$ cat src/sv/u8dnc_pkg.sv
// ----------------------------------------------------------------------------
// u8dnc_pkg
// Shared types, constants and a helper function for the display name checker.
// ----------------------------------------------------------------------------
package u8dnc_pkg;

  // Register map: one 8-bit limit register at word index 0.
  localparam int unsigned CfgAddrW        = 3;
  localparam int unsigned CfgDataW        = 32;
  localparam logic        CFG_IDX_MAX_LEN = 1'b0;
  localparam logic [7:0]  MAX_LEN_RESET   = 8'd35;

  // Byte classes and limits used by the decoder.
  localparam logic [7:0]  BYTE_SPACE      = 8'h20;
  localparam logic [7:0]  BYTE_DEL        = 8'h7f;
  localparam logic [7:0]  BYTE_LEAD2_LO   = 8'hc2;
  localparam logic [7:0]  BYTE_LEAD2_HI   = 8'hdf;
  localparam logic [7:0]  BYTE_LEAD3_LO   = 8'he0;
  localparam logic [7:0]  BYTE_LEAD3_HI   = 8'hef;
  localparam logic [7:0]  BYTE_LEAD4_LO   = 8'hf0;
  localparam logic [7:0]  BYTE_LEAD4_HI   = 8'hf4;
  localparam logic [7:0]  COUNT_SAT       = 8'hff;

  localparam logic [20:0] CP_MIN_3BYTE    = 21'h000800;
  localparam logic [20:0] CP_MIN_4BYTE    = 21'h010000;
  localparam logic [20:0] CP_MAX          = 21'h10ffff;
  localparam logic [20:0] CP_SURR_LO      = 21'h00d800;
  localparam logic [20:0] CP_SURR_HI      = 21'h00dfff;
  localparam logic [20:0] CP_C1_LO        = 21'h000080;
  localparam logic [20:0] CP_C1_HI        = 21'h00009f;

  // Kind of multi-byte sequence in progress.
  typedef enum logic [1:0] {
    SEQ_NONE  = 2'd0,
    SEQ_TWO   = 2'd1,
    SEQ_THREE = 2'd2,
    SEQ_FOUR  = 2'd3
  } seq_kind_t;

  // Per-name decoder state.
  typedef struct packed {
    logic [7:0]  bytes_seen;
    logic [1:0]  cont_left;
    seq_kind_t   seq_kind;
    logic [20:0] partial_cp;
    logic        failed;
    logic        prev_space;
  } name_state_t;

  // Verdict given on an end marker.
  typedef struct packed {
    logic [7:0] byte_count;
    logic       name_valid;
  } verdict_t;

  // True when a completed code point is acceptable for its sequence kind.
  function automatic logic codepoint_ok(seq_kind_t kind, logic [20:0] cp);
    logic ok;
    ok = 1'b1;
    if (kind == SEQ_THREE && cp < CP_MIN_3BYTE) ok = 1'b0;
    if (kind == SEQ_FOUR && cp < CP_MIN_4BYTE) ok = 1'b0;
    if (cp > CP_MAX) ok = 1'b0;
    if (cp >= CP_SURR_LO && cp <= CP_SURR_HI) ok = 1'b0;
    if (cp >= CP_C1_LO && cp <= CP_C1_HI) ok = 1'b0;
    return ok;
  endfunction

endpackage

$ cat src/sv/utf8_display_name_checker_core.sv
// ----------------------------------------------------------------------------
// utf8_display_name_checker_core
// Streaming UTF-8 display name checker with an APB limit register.
// ----------------------------------------------------------------------------
// Bytes of a name arrive one per beat on the in_ stream with in_tuser low; a
// beat with in_tuser high ends the name and produces exactly one verdict beat
// on the out_ stream. The block accepts one beat every cycle: each beat is
// captured in an input register, the decoder update is a single short pass of
// logic, and the verdict lands in an output register, so an end marker passes
// both registers before its verdict is on out_tvalid. The input only stalls
// when an end marker waits behind a verdict that the sink has not taken yet.
// Byte beats produce no output. The length limit is written through the cfg_
// port at address 0 and must only be changed while no name is in flight.
module utf8_display_name_checker_core (
  input  logic                               clk,
  input  logic                               rst_n,
  // Input stream.
  input  logic                               in_tvalid,
  output logic                               in_tready,
  input  logic [7:0]                         in_tdata,   // [7:0] name_byte
  input  logic                               in_tuser,   // [0] end_of_name
  // Result stream.
  output logic                               out_tvalid,
  input  logic                               out_tready,
  output logic [15:0]                        out_tdata,  // [0] name_valid,
                                                         // [8:1] byte_count,
                                                         // [15:9] zero
  // Configuration port.
  input  logic                               cfg_psel,
  input  logic                               cfg_penable,
  input  logic                               cfg_pwrite,
  input  logic [u8dnc_pkg::CfgAddrW-1:0]     cfg_paddr,
  input  logic [u8dnc_pkg::CfgDataW-1:0]     cfg_pwdata,
  output logic [u8dnc_pkg::CfgDataW-1:0]     cfg_prdata,
  output logic                               cfg_pready
);
  import u8dnc_pkg::*;

  logic        [7:0] max_len;
  logic              stg_valid_r;
  logic        [7:0] stg_byte_r;
  logic              stg_eon_r;
  logic              stg_go;
  name_state_t       state_r;
  name_state_t       state_nxt;
  verdict_t          verdict;
  logic              out_valid_r;
  verdict_t          out_data_r;

  u8dnc_cfg u_cfg (
    .clk         (clk),
    .rst_n       (rst_n),
    .cfg_psel    (cfg_psel),
    .cfg_penable (cfg_penable),
    .cfg_pwrite  (cfg_pwrite),
    .cfg_paddr   (cfg_paddr),
    .cfg_pwdata  (cfg_pwdata),
    .cfg_prdata  (cfg_prdata),
    .cfg_pready  (cfg_pready),
    .max_len     (max_len)
  );

  u8dnc_step u_step (
    .st          (state_r),
    .name_byte   (stg_byte_r),
    .end_of_name (stg_eon_r),
    .max_len     (max_len),
    .st_nxt      (state_nxt),
    .verdict     (verdict)
  );

  // A staged byte always retires; an end marker needs room in the output.
  assign stg_go    = stg_valid_r && (!stg_eon_r || !out_valid_r || out_tready);
  assign in_tready = !stg_valid_r || stg_go;

  // Input register.
  always_ff @(posedge clk) begin
    if (!rst_n) begin
      stg_valid_r <= 1'b0;
    end else if (in_tready) begin
      stg_valid_r <= in_tvalid;
    end
  end

  always_ff @(posedge clk) begin
    if (in_tready && in_tvalid) begin
      stg_byte_r <= in_tdata;
      stg_eon_r  <= in_tuser;
    end
  end

  // Decoder state advances when the staged beat retires.
  always_ff @(posedge clk) begin
    if (!rst_n) begin
      state_r <= '0;
    end else if (stg_go) begin
      state_r <= state_nxt;
    end
  end

  // Output register holding the verdict until the sink takes it.
  always_ff @(posedge clk) begin
    if (!rst_n) begin
      out_valid_r <= 1'b0;
    end else if (stg_go && stg_eon_r) begin
      out_valid_r <= 1'b1;
    end else if (out_tready) begin
      out_valid_r <= 1'b0;
    end
  end

  always_ff @(posedge clk) begin
    if (stg_go && stg_eon_r) begin
      out_data_r <= verdict;
    end
  end

  assign out_tvalid = out_valid_r;
  assign out_tdata  = {7'd0, out_data_r.byte_count, out_data_r.name_valid};

endmodule

$ cat src/sv/u8dnc_cfg.sv
// ----------------------------------------------------------------------------
// u8dnc_cfg
// APB-style register block holding the maximum name length.
// ----------------------------------------------------------------------------
module u8dnc_cfg (
  input  logic                               clk,
  input  logic                               rst_n,
  input  logic                               cfg_psel,
  input  logic                               cfg_penable,
  input  logic                               cfg_pwrite,
  input  logic [u8dnc_pkg::CfgAddrW-1:0]     cfg_paddr,
  input  logic [u8dnc_pkg::CfgDataW-1:0]     cfg_pwdata,
  output logic [u8dnc_pkg::CfgDataW-1:0]     cfg_prdata,
  output logic                               cfg_pready,
  output logic [7:0]                         max_len
);
  import u8dnc_pkg::*;

  logic       reg_hit;
  logic       wr_en;
  logic [7:0] max_len_r;
  logic [7:0] max_len_nxt;

  // Word index is the top address bit; low bits select bytes and are ignored.
  assign reg_hit    = (cfg_paddr[CfgAddrW-1] == CFG_IDX_MAX_LEN);
  assign wr_en      = cfg_psel && cfg_penable && cfg_pwrite && reg_hit;
  assign cfg_pready = 1'b1;

  always_comb begin
    max_len_nxt = max_len_r;
    if (wr_en) begin
      max_len_nxt = cfg_pwdata[7:0];
    end
  end

  always_ff @(posedge clk) begin
    if (!rst_n) begin
      max_len_r <= MAX_LEN_RESET;
    end else begin
      max_len_r <= max_len_nxt;
    end
  end

  // Read data: the limit zero-extended, zero for unmapped words.
  assign cfg_prdata = reg_hit ? {{(CfgDataW-8){1'b0}}, max_len_r} : '0;
  assign max_len    = max_len_r;

endmodule

$ cat src/sv/u8dnc_step.sv
// ----------------------------------------------------------------------------
// u8dnc_step
// Combinational next-state and verdict logic for one input beat.
// ----------------------------------------------------------------------------
module u8dnc_step (
  input  u8dnc_pkg::name_state_t st,
  input  logic [7:0]             name_byte,
  input  logic                   end_of_name,
  input  logic [7:0]             max_len,
  output u8dnc_pkg::name_state_t st_nxt,
  output u8dnc_pkg::verdict_t    verdict
);
  import u8dnc_pkg::*;

  logic [20:0] cp_shift;
  logic [1:0]  cont_dec;

  assign cp_shift = {st.partial_cp[14:0], name_byte[5:0]};
  assign cont_dec = st.cont_left - 2'd1;

  // Verdict on the state as it stands before the end marker.
  always_comb begin
    verdict.byte_count = st.bytes_seen;
    verdict.name_valid = !st.failed
                      && (st.bytes_seen != 8'd0)
                      && (st.bytes_seen != COUNT_SAT)
                      && (st.bytes_seen <= max_len)
                      && !st.prev_space
                      && (st.cont_left == 2'd0);
  end

  // Decoder update for a byte beat; an end marker clears the name.
  always_comb begin
    st_nxt = st;
    if (end_of_name) begin
      st_nxt = '0;
    end else begin
      if (st.bytes_seen == 8'd0 && name_byte == BYTE_SPACE) st_nxt.failed = 1'b1;
      if (st.bytes_seen != COUNT_SAT) st_nxt.bytes_seen = st.bytes_seen + 8'd1;
      st_nxt.prev_space = (name_byte == BYTE_SPACE);

      if (st.cont_left != 2'd0) begin
        // Inside a sequence: expect a continuation byte.
        if (name_byte[7:6] != 2'b10) begin
          st_nxt.failed     = 1'b1;
          st_nxt.cont_left  = 2'd0;
          st_nxt.seq_kind   = SEQ_NONE;
          st_nxt.partial_cp = '0;
        end else begin
          st_nxt.cont_left  = cont_dec;
          st_nxt.partial_cp = cp_shift;
          if (cont_dec == 2'd0) begin
            if (!codepoint_ok(st.seq_kind, cp_shift)) st_nxt.failed = 1'b1;
            st_nxt.seq_kind   = SEQ_NONE;
            st_nxt.partial_cp = '0;
          end
        end
      end else begin
        // Outside a sequence: classify the byte.
        priority if (name_byte <= BYTE_DEL) begin
          if (name_byte < BYTE_SPACE || name_byte == BYTE_DEL) st_nxt.failed = 1'b1;
        end else if (name_byte >= BYTE_LEAD2_LO && name_byte <= BYTE_LEAD2_HI) begin
          st_nxt.seq_kind   = SEQ_TWO;
          st_nxt.cont_left  = 2'd1;
          st_nxt.partial_cp = {16'd0, name_byte[4:0]};
        end else if (name_byte >= BYTE_LEAD3_LO && name_byte <= BYTE_LEAD3_HI) begin
          st_nxt.seq_kind   = SEQ_THREE;
          st_nxt.cont_left  = 2'd2;
          st_nxt.partial_cp = {17'd0, name_byte[3:0]};
        end else if (name_byte >= BYTE_LEAD4_LO && name_byte <= BYTE_LEAD4_HI) begin
          st_nxt.seq_kind   = SEQ_FOUR;
          st_nxt.cont_left  = 2'd3;
          st_nxt.partial_cp = {18'd0, name_byte[2:0]};
        end else begin
          st_nxt.failed     = 1'b1;
          st_nxt.cont_left  = 2'd0;
          st_nxt.seq_kind   = SEQ_NONE;
          st_nxt.partial_cp = '0;
        end
      end
    end
  end

endmodule

$ cat config.mk
export PLATFORM = sky130hd
export DESIGN_NAME = utf8_display_name_checker_core
export DESIGN_NICKNAME = d
export VERILOG_FILES = /design/src/sv/u8dnc_pkg.sv /design/src/sv/utf8_display_name_checker_core.sv /design/src/sv/u8dnc_cfg.sv /design/src/sv/u8dnc_step.sv
export SDC_FILE = /design/constraint.sdc
export NUM_CORES = 1
export LEC_CHECK = 0
export BUFFER_PORTS_ARGS = -buffer_cell sky130_fd_sc_hd__buf_4
export CAP_MARGIN = 20
export CORE_AREA = 3 3 66 114
export CTS_CLUSTER_DIAMETER = 50
export DETAILED_ROUTE_END_ITERATION = 12
export DIE_AREA = 0 0 69 117
export PLACE_DENSITY = 0.74
export SKIP_CTS_REPAIR_TIMING = 1
export SYNTH_ARGS = -nofsm -noshare
export SYNTH_HDL_FRONTEND = slang
export SYNTH_SLANG_ARGS = --single-unit
$ cat constraint.sdc
create_clock -name clk -period 1.9 [get_ports clk]
set_input_delay 0.19 -clock clk [delete_from_list [all_inputs] [get_ports clk]]
set_output_delay 0.19 -clock clk [all_outputs]
set_load 0.005 [all_outputs]
Word-level counts from Yosys, hierarchy flattened --
Index checks and enable logic that the tools add are counted.
Operators by class: add/subtract/negate cells 2, $mul 0, divide/modulo/power cells 0, $lt $le $gt $ge 16, eq/ne operators 8, shifts and indexed selects 0, multiplexer cells 28, bitwise gates (word level) 1, reduce and logical (&&, ||, !) cells 38
Operators with widths (number):
- 25-bit two-way mux | 4
- 26-bit two-way mux | 2
- 35-bit two-way mux | 1
- 8-bit >= comparator, second input constant | 3
- 8-bit <= comparator, second input constant | 3
- 24-bit two-way mux | 1
- 21-bit by 16-bit >= comparator with 1-bit output, second input constant | 1
- 21-bit by 8-bit >= comparator with 1-bit output, second input constant | 1
- 21-bit > comparator, second input constant | 1
- 21-bit by 16-bit <= comparator with 1-bit output, second input constant | 1
- 21-bit by 8-bit <= comparator with 1-bit output, second input constant | 1
- 21-bit by 12-bit less-than comparator with 1-bit output, second input constant | 1
- 21-bit by 17-bit less-than comparator with 1-bit output, second input constant | 1
- 1-bit logical AND | 19
- 1-bit two-way mux | 18
- 8-bit two-way mux | 2
- 8-bit by 1-bit adder with 8-bit output, second input constant | 1
- 8-bit by 6-bit equality test with 1-bit output, second input constant | 1
- 8-bit by 7-bit equality test with 1-bit output, second input constant | 1
- 8-bit by 7-bit <= comparator with 1-bit output, second input constant | 1
- 8-bit <= comparator | 1
- 8-bit logical NOT | 1
- 8-bit by 6-bit less-than comparator with 1-bit output, second input constant | 1
- 8-bit != test, second input constant | 1
- other kinds (13) | 25
Storage, ports and cells: bits in registers 57, latch bits 0, RAM bits 0, bits in read-only memories 0, input port bits 51, output and inout bits 51, word-level logic and storage cells 106, memories 0

Logic depth before layout (Yosys ltp) --
Gate-level depths: netlist of run 1.
depth in word-level cells 16, mapped depth 8, gate-level depth less buffers 7

Hierarchy --
A second synthesis of run 1 with hierarchy kept.
Unflattened totals: cell total of the unflattened synthesis 441, area, all modules 3945.0 µm²
By module, submodules not included:
- utf8_display_name_checker_core | instances 1, cells each 189, area each 2155.8 µm², sequential area each 1281.2 µm²
- u8dnc_step | instances 1, cells each 182, area each 1183.6 µm², sequential area each 0.0 µm²
- u8dnc_cfg | instances 1, cells each 70, area each 605.6 µm², sequential area each 160.2 µm²

Worst setup path after synthesis of run 1 --
OpenSTA, ideal clock, no wires.
path type reg-to-reg, start point register state_r[25] (netlist bit), end point register state_r[10] (netlist bit), library setup time 0.066 ns, arrival 1.841 ns, required time 1.834 ns, path slack -0.007 ns, stages on the path, launching flop included 9, buffers on the path 1, period minus slack after synthesis 1.907 ns, path through dfxtp_1 inv_1 ha_1 or3b_4 or2_1 buf_6 nor3_4 a22oi_1 nor2b_1
On the way: longest elaborated chain between the ends 6, elaborated cells on any way between the ends 9, those cells by class 1 x add/sub; 1 x eq/ne; 4 x mux; 3 x reduce/logical
RTL lines:
- start: declaration | RTL line utf8_display_name_checker_core.sv:44 | name_state_t state_r;
- start signal: assignment | RTL line utf8_display_name_checker_core.sv:97 | state_r <= state_nxt;
- 2-bit by 1-bit subtractor with 2-bit output | RTL line u8dnc_step.sv:19 | assign cont_dec = st.cont_left - 2'd1;
- 2-bit logical NOT | RTL line u8dnc_step.sv:52 | if (cont_dec == 2'd0) begin
- 24-bit two-way mux | RTL line u8dnc_step.sv:52
- 26-bit two-way mux | RTL line u8dnc_step.sv:44 | if (name_byte[7:6] != 2'b10) begin
- 26-bit two-way mux | RTL line u8dnc_step.sv:42 | if (st.cont_left != 2'd0) begin
- 35-bit two-way mux | RTL line u8dnc_step.sv:35 | if (end_of_name) begin
Parallel ways exist; a longest one is shown, timed or not. The select of a mux whose other input is x is not followed. A chain may end at the register's enable or synchronous reset.

Final worst setup path of run 1 --
start point register stg_byte_r[4], end point register state_r[1] (netlist bit)
On the way: longest elaborated chain between the ends 16, elaborated cells on any way between the ends 46, those cells by class 15 x order compare; 2 x eq/ne; 20 x mux; 9 x reduce/logical
RTL lines:
- start: declaration | RTL line utf8_display_name_checker_core.sv:41 | logic [7:0] stg_byte_r;
- start signal: assignment | RTL line utf8_display_name_checker_core.sv:87 | stg_byte_r <= in_tdata;
- 21-bit by 12-bit less-than comparator with 1-bit output | RTL line u8dnc_pkg.sv:60 | if (kind == SEQ_THREE && cp < CP_MIN_3BYTE) ok = 1'b0;
- 1-bit logical AND | RTL line u8dnc_pkg.sv:60
- 1-bit two-way mux | RTL line u8dnc_pkg.sv:60
- 1-bit two-way mux | RTL line u8dnc_pkg.sv:61 | if (kind == SEQ_FOUR && cp < CP_MIN_4BYTE) ok = 1'b0;
- 1-bit two-way mux | RTL line u8dnc_pkg.sv:62 | if (cp > CP_MAX) ok = 1'b0;
- 1-bit two-way mux | RTL line u8dnc_pkg.sv:63 | if (cp >= CP_SURR_LO && cp <= CP_SURR_HI) ok = 1'b0;
- 1-bit two-way mux | RTL line u8dnc_pkg.sv:64 | if (cp >= CP_C1_LO && cp <= CP_C1_HI) ok = 1'b0;
- 1-bit two-way mux | RTL line u8dnc_step.sv:52
- 1-bit two-way mux | RTL line u8dnc_step.sv:44
- 1-bit two-way mux | RTL line u8dnc_step.sv:42
- 1-bit two-way mux | RTL line u8dnc_step.sv:35
- 1-bit two-way mux | RTL line u8dnc_step.sv:53 | if (!codepoint_ok(st.seq_kind, cp_shift)) st_nxt.failed = 1'b1;
- 24-bit two-way mux | RTL line u8dnc_step.sv:52
- 26-bit two-way mux | RTL line u8dnc_step.sv:44
- 26-bit two-way mux (*) | RTL line u8dnc_step.sv:42
- 35-bit two-way mux (*) | RTL line u8dnc_step.sv:35
Mark *: on every way between the ends. The rest lies on a longest branch, timed or not. The select of a mux whose other input is x is not followed.

==> results of run 1 <==
## power by group
group          switching [W]  internal (W)  leakage (nW)  total, W
registers          0.0000221       0.00129         0.484   0.00131
clock network       0.000510       0.00127         0.160   0.00178
logic               0.000121      0.000106         0.907  0.000228
total               0.000654       0.00266          1.55   0.00332
## how the worst max path moves through the flow
stage	slack, ns	endpoint	depth (start not counted)
after floorplan	0.001	state_r[10]	8
after global placement	0.03	state_r[4]	8
after detailed placement	0.005	state_r[1]	5
after CTS	-0.002	state_r[7]	8
after global routing	-0.001	state_r[3]	8
final	0.06	state_r[1]	5
## metrics by stage
step	total power, W	std cells	setup TNS (ns)	util, %	hold slack, ns
after global routing	0.003443	466	-0.001333	57.13	0.03643
after floorplan	0.001497	347	0	-	0.2889
final	0.003316	466	0	57.13	0.04923
after detailed placement	0.001549	450	0	51.36	0.3696
after CTS	0.003350	466	-0.001629	56.41	0.03532
after global placement	0.001543	450	0	51.36	0.3678
## kinds of logic (layout without fill, tap and decap cells)
| kind of cell | after synthesis | after routing | synth area share (%) |
|---|---|---|---|
| other cells | 2 | 32 | 0.2511 |
| buf+inv | 62 | 99 | 12.34 |
| simple gates | 113 | 113 | 20.42 |
| compound gates | 65 | 65 | 16.03 |
| xor+xnor | 6 | 6 | 1.757 |
| fa+ha+maj | 12 | 12 | 5.021 |
| flops | 57 | 57 | 44.18 |
## final cells by class
class | count | area, um^2
Clock buffer | 10 | 229.0
Tap cell | 82 | 102.6
Clock inverter | 6 | 106.4
Fill cell | 597 | 2845
Inverter | 18 | 67.56
Multi-Input combinational cell | 228 | 1461
Timing Repair Buffer | 65 | 500.5
Sequential cell | 57 | 1324
## sequential cells by signal, summed over array words and instances (netlist names)
register and count:
stg_eon_r 1, out_tdata 9, state_r 29, stg_byte_r 8, out_tvalid 1, stg_valid_r 1
u_cfg.max_len 8
## metal layers
metal	share of wire [%]	wire, um	GRT usage, %
met5	0	0	0
met4	4.5	293	13.82
met3	5.0	330	3.590
met2	57	3770	33.04
met1	33	2165	14.53
## placed cells by master (no fill, tap or decap), types with 4 or more instances in the layout
cell type / count
a21oi_1: 9
inv_1: 17
o21ai_1: 4
o211ai_1: 4
nor2b_1: 18
xnor2_1: 5
a21boi_1: 8
nor2_1: 18
clkbuf_16: 9
dfxtp_1: 37
edfxtp_1: 18
nand2_1: 26
conb_1: 32
nand3_1: 8
nor3_1: 9
and3_1: 6
nand4_1: 4
nand2b_1: 5
o21ai_0: 7
ha_1: 11
a22oi_1: 10
buf_4: 64
==> results.ini, run 1 <==
[timing]
grt_setup_unrepaired=true
min_period_ns=1.840
period_share_pct=96.86
timing.final.ws_setup_ns=0.05973
hold_violations=0
drv_slew=0
setup_viol=0
skew_ns=0.005771
fmaxAchievable_ghz=0.5434

[synthesis]
avgSynthCellArea_um2=9.433
yosysMostFrequentCell=dfxtp_1
syn_inst=317
ys.flop_type=dfxtp_1
synth_edf_count=18
ys_types=54
ys_seq_elements=57
yosys_warnings=0
async_flop_share_pct=0
synthTopCellsByCount=dfxtp_1, buf_4, nand2_1
yosysTopAreaCell=dfxtp_1
synth_top_area_share_pct=26.11
syn_area_um2=2990
ys_top_cells_by_area=dfxtp_1, edfxtp_1, buf_4
synth_seq_area_share_pct=44.18

[worst_setup_path]
cp.required_ns=2.12
cp.buffers_inverters=0
crit_family=simple AND/OR/NAND/NOR gates
cpMaxStageDelayCell=or4_4
crit_fanout=5
r2r-end=state_r[1]
max_stage_delay_ns=0.54
worstSetupStartpoint=stg_byte_r[4]
startpoint_type=flop
r2r_start=stg_byte_r[4]
r2r_setup_slack_ns=0.06
ff2ff_path_depth=5
endpoint_kind=flop
cp_cell_sequence=or4_4 > nor4_2 > a21oi_1 > o21a_1 > o31ai_1
crit_arrival_ns=2.06
critical_path_class=flop to flop

[global_routing]
track_usage_pct=16.94
overflow=0
grt_pass1_wl_mm=10.73
antenna_found_initial=0
grt_pass1_vias=2426
grt_max_degree=38

[finish]
antenna_cells=0
drive_gt1_share_pct=25.52
nets=442
finish.instance_area_um2=3791
area_delta_synth_final_pct=26.78

[route]
wirelength_mm=6.560
firstDrtPassIters=6
vias=2470
vias_per_cell=5.300
drc_errors=0
drtIter0Drc=138
ant_nets=0
wl_per_cell_um=14.08

[pwr]
leakagePower_nw=1.551
powerDensity_nw_per_um2=874.8
vdd_drop_max_v=0.001054

[floorplanning]
io-pin-count=102
core_area_um2=6636
die_h_um=117
die-area_um2=8073
die-width_um=69
num_rows=39
initial_core_util_pct=45.06

[placement]
place.gp.congestion=0.9249
post_dp_cell_area_um2=3408
place_hpwl_mm=4.873
portBuffers=43
dp_slack_ns=0.005437

[clock_network]
clockBufferDepth=2
numCtsBuffers=9
cts.sinks=57
clock-root-buffer=clkbuf_16
clkSlewWorstSetupHoldPaths_ns=0.05
cts_tree=done
clk_latency_ns=0.32
htree_levels=3

[worst_hold_path]
holdPathEnd=stg_byte_r[5]
min_from=in_tdata[5]
hp-class=input port to flop
holdPathStages=1

[run]
maxCapViolCount=0

[run_status]
outcome=finished clean

No activity file was read; power rests on OpenSTA's default activity.
==> run 2, diff against run 1 <==
Settings changed: BUFFER_PORTS_ARGS -buffer_cell sky130_fd_sc_hd__buf_4 to -buffer_cell sky130_fd_sc_hd__buf_2, CAP_MARGIN 20 to unset.
==> run 2 against run 1 <==
Effect of this change: sequential power hardly changed; utilization down 1.5 points; wire length shrank 3.9%; critical endpoint unchanged; highest routed layer unchanged; final cell count up 0.43%; fmax rose by 0.35%; critical path type unchanged; register-to-register slack about the same; via count decreased by 1.9%.
==> results.ini, run 2 (same netlist as run 1, synthesis figures left out) <==
[worst_hold_path]
holdPathEnd=stg_byte_r[6]
min_from=in_tdata[6]
hp-class=input port to flop
holdPathStages=1

[route]
ant_nets=0
wl_per_cell_um=13.47
vias_per_cell=5.177
vias=2423
drc_errors=0
wirelength_mm=6.305
drtIter0Drc=138
firstDrtPassIters=4

[clock_network]
clk_latency_ns=0.32
cts.sinks=57
htree_levels=3
cts_tree=done
numCtsBuffers=9
clkSlewWorstSetupHoldPaths_ns=0.05
clock-root-buffer=clkbuf_16
clockBufferDepth=2

[worst_setup_path]
cp.required_ns=2.12
cpMaxStageDelayCell=or4b_1
r2r_setup_slack_ns=0.07
ff2ff_path_depth=7
endpoint_kind=flop
critical_path_class=flop to flop
crit_arrival_ns=2.05
r2r-end=state_r[1]
cp_cell_sequence=inv_1 > ha_1 > or4b_1 > nor4_4 > a21oi_1 > o21a_1 > o31ai_1
max_stage_delay_ns=0.50
startpoint_type=flop
cp.buffers_inverters=1
r2r_start=state_r[27]
crit_family=simple AND/OR/NAND/NOR gates
crit_fanout=6

[global_routing]
grt_max_degree=28
track_usage_pct=16.34
antenna_found_initial=0
overflow=0
grt_pass1_wl_mm=10.38
grt_pass1_vias=2349

[run]
maxCapViolCount=0

[floorplanning]
die_h_um=117
die-width_um=69
initial_core_util_pct=45.06
io-pin-count=102
die-area_um2=8073
core_area_um2=6636
num_rows=39

[finish]
drive_gt1_share_pct=24.87
mostFrequentLayoutCells=buf_2, dfxtp_1, conb_1, nand2_1, buf_4
top_register=state_r
largest_reg_flops=29
antenna_cells=0
final_common_cell=buf_2
finish.instance_area_um2=3689
nets=444
area_delta_synth_final_pct=23.35

[run_status]
outcome=finished clean

[timing]
drv_slew=0
setup_viol=0
skew_ns=0.006148
period_share_pct=96.52
timing.hold.ws_ns=0.04310
min_period_ns=1.834
hold_violations=0
grt_setup_unrepaired=true
fin_tns_setup_ns=0
fmaxAchievable_ghz=0.5453

[pwr]
vdd_drop_max_v=0.0007557
leakagePower_nw=1.525
clockPowerShare_pct=51.4
combinationalPowerShare_pct=6.8
p_seq_share_pct=41.8
internal_power_w=0.002489
p_sw_w=0.0006397
sw_frac_of_total_pct=20.45
powerDensity_nw_per_um2=848.1

[placement]
place_hpwl_mm=4.769
place.gp.congestion=0.8610
post_dp_cell_area_um2=3308
portBuffers=43

[run 2: area by class of cell]
class                           count  area, um^2
Inverter                           18       67.56
Timing Repair Buffer               67       407.9
Fill cell                         615        2948
Multi-Input combinational cell    228        1473
Clock buffer                       16       314.1
Tap cell                           82       102.6
Sequential cell                    57        1324
[run 2: power groups by stage]
stage | logic, W | clock network (W) | registers [W]
after floorplan | 0.000173 | 0 | 0.00132
after global placement | 0.000199 | 0 | 0.00133
after detailed placement | 0.000203 | 0 | 0.00133
after CTS | 0.000204 | 0.00164 | 0.00131
after global routing | 0.000238 | 0.00170 | 0.00131
final | 0.000212 | 0.00161 | 0.00131
[run 2: worst max-delay path by stage]
stage,from,end,slack [ns],cells past startpoint
6_report,state_r[27],state_r[1],0.07,7
2_1_floorplan,state_r[25],state_r[10],0.001,8
4_1_cts,state_r[25],state_r[2],-0.03,8
5_1_grt,state_r[27],state_r[1],-0.03,7
3_3_place_gp,state_r[25],state_r[2],0.03,8
3_5_place_dp,state_r[25],state_r[2],-0.01,8
[run 2: layer usage]
layer	vias to the layer above	wire length (um)	GRT usage, %	share of wire [%]
li1	1191	-	-	-
met1	1132	2170	14.88	34
met2	74	3604	31.25	57
met3	26	320	4.872	5.1
met4	0	210	10.30	3.3
met5	-	0	0	0
[run 2: stage by stage]
stage | total power (W) | utilization [%] | setup WS (ns) | cells
6_report | 0.003128 | 55.58 | 0.06606 | 468
5_1_grt | 0.003248 | 55.58 | -0.03171 | 468
4_1_cts | 0.003150 | 54.58 | -0.03206 | 467
3_5_place_dp | 0.001533 | 49.85 | -0.01216 | 451
3_3_place_gp | 0.001528 | 49.85 | 0.02598 | 451
2_1_floorplan | 0.001497 | - | 0.001076 | 347
==> run 3, diff against run 2 <==
Settings changed: CORE_AREA 3 3 66 114 to 3 3 65 112, CTS_BUF_LIST set to sky130_fd_sc_hd__clkbuf_2 sky130_fd_sc_hd__clkbuf_4 sky130_fd_sc_hd__clkbuf_8, DIE_AREA 0 0 69 117 to 0 0 68 115, PLACE_DENSITY 0.74 to 0.76.
==> run 3 against run 2 <==
Effect of this change: fmax grew 2.0%; clock power fell by 26%; combinational power decreased by 4%; first-iteration DRC count fell by 17%; wire length grew 4.2%; utilization is 1.3 points lower; worst hold slack worse by 0.015 ns; final cell count down 1.1%; sequential share of layout area is 1.4 points higher; largest cell class unchanged; critical path depth rose by 1.
==> results.ini, run 3 (same netlist as run 1, synthesis figures left out) <==
[run_status]
outcome=finished clean

[route]
drtIter0Drc=115
ant_nets=0
wl_per_cell_um=14.19
top_layer_used=met4
wl_met1_mm=2.107
met3_length_um=341
wl_met2_mm=3.817
vias=2446
vias_per_cell=5.283
wirelength_mm=6.569
firstDrtPassIters=4
drc_errors=0

[finish]
mostFrequentLayoutCells=buf_2, dfxtp_1, conb_1, nand2_1
nets=439
antenna_cells=0
area_delta_synth_final_pct=18.62
top_register=state_r
drive_gt1_share_pct=24.93
largest_reg_flops=29
finish.instance_area_um2=3547
final_common_cell=buf_2

[timing]
min_period_ns=1.798
timing.final.ws_setup_ns=0.1017
setup_viol=0
drv_slew=0
slew_headroom_pct=61.87
fmaxAchievable_ghz=0.5561
skew_ns=0.006479
grt_setup_unrepaired=false
hold_violations=0
period_share_pct=94.65
tightest_slew_ns=0.5720

[global_routing]
grt_pass1_vias=2415
track_usage_pct=18.04
grt_max_degree=38
antenna_found_initial=0
overflow=0
grt_pass1_wl_mm=10.55

[pwr]
p_seq_share_pct=48.4
p_sw_w=0.0006110
leakagePower_nw=1.452
internal_power_w=0.002093
sw_frac_of_total_pct=22.60
powerDensity_nw_per_um2=762.2
vdd_drop_max_v=0.0006923
combinationalPowerShare_pct=7.6
clockPowerShare_pct=44.0

[placement]
dp_slack_ns=-0.02769
place_hpwl_mm=4.845
portBuffers=43
post_dp_cell_area_um2=3278
place.gp.congestion=0.9378

[clock_network]
cts_tree=done
cts.sinks=57
htree_levels=3
clock-root-buffer=clkbuf_8
clk_latency_ns=0.34
clockBufferDepth=2
numCtsBuffers=9
clkSlewWorstSetupHoldPaths_ns=0.06

[floorplanning]
initial_core_util_pct=45.73
io-pin-count=102
die-width_um=68
num_rows=39
core_area_um2=6539
die-area_um2=7820
die_h_um=115

[run]
maxCapViolCount=0

[worst_setup_path]
endpoint_kind=flop
startpoint_type=flop
crit_arrival_ns=2.08
critical_path_class=flop to flop
crit_fanout=6
cp.required_ns=2.18

[worst_hold_path]
hp-class=input port to flop

==> run 3: cell types whose count changed in the layout (fill, tap and decap cells not counted), moves of 2 or more <==
cell       previous run  this run
clkbuf_16            11         0
clkbuf_8              2         9
buf_4                23        17
clkbuf_1              3         0
bufinv_16             0         2
clkinv_1              0         2
clkinv_2              0         2
inv_1                17        15
inv_2                 1         3
==> run 3: through the flow <==
step | setup TNS, ns | util (%) | hold WS, ns | instances | total power (W)
2_1_floorplan | 0 | - | 0.2889 | 347 | 0.001497
3_3_place_gp | 0 | 50.13 | 0.3665 | 447 | 0.001522
3_5_place_dp | -0.07817 | 50.13 | 0.3684 | 447 | 0.001528
4_1_cts | -0.2556 | 53.33 | 0.01574 | 463 | 0.002718
5_1_grt | 0 | 54.25 | 0.01007 | 463 | 0.002814
6_report | 0 | 54.25 | 0.02784 | 463 | 0.002704
==> run 3: power by group through the flow <==
| stage | clock [W] | combinational, W | sequential (W) |
|---|---|---|---|
| CTS | 0.00121 | 0.000198 | 0.00131 |
| global route | 0.00127 | 0.000231 | 0.00131 |
| floorplan | 0 | 0.000173 | 0.00132 |
| global placement | 0 | 0.000191 | 0.00133 |
| detailed placement | 0 | 0.000196 | 0.00133 |
| finish | 0.00119 | 0.000204 | 0.00131 |
==> run 3: worst paths after layout <==
path / start / end / slack [ns] / depth (start not counted)
hold reg to reg: u_cfg.max_len[2] / u_cfg.max_len[2] / 0.45 / 2
setup reg to reg: state_r[26] / state_r[2] / 0.10 / 8
setup / recovery: state_r[26] / state_r[2] / 0.10 / 8
hold / removal: in_tdata[7] / stg_byte_r[7] / 0.03 / 1
==> run 3: final cells by class <==
type,instances,area (um^2)
fillers,637,2992
multi-input cells,228,1470
flip-flops and latches,57,1324
repair buffers,62,374.1
clock buffers,9,123.9
well taps,82,102.6
clock inverters,7,85.08
inverters,18,67.56
==> run 3: routing by layer <==
layer  GRT usage [%]  up-vias
met5               0        -
met4           11.29        0
met3           4.594       26
met2           34.60       86
met1           15.38     1161
li1                -     1173
==> run 3: critical path: stages, from the launching register on <==
cell	delay, ns
dfxtp_2	0.33
inv_2	0.05
ha_4	0.15
or3b_4	0.40
or2_4	0.28
buf_6	0.14
o21ai_2	0.06
and3_4	0.21
a32o_1	0.12
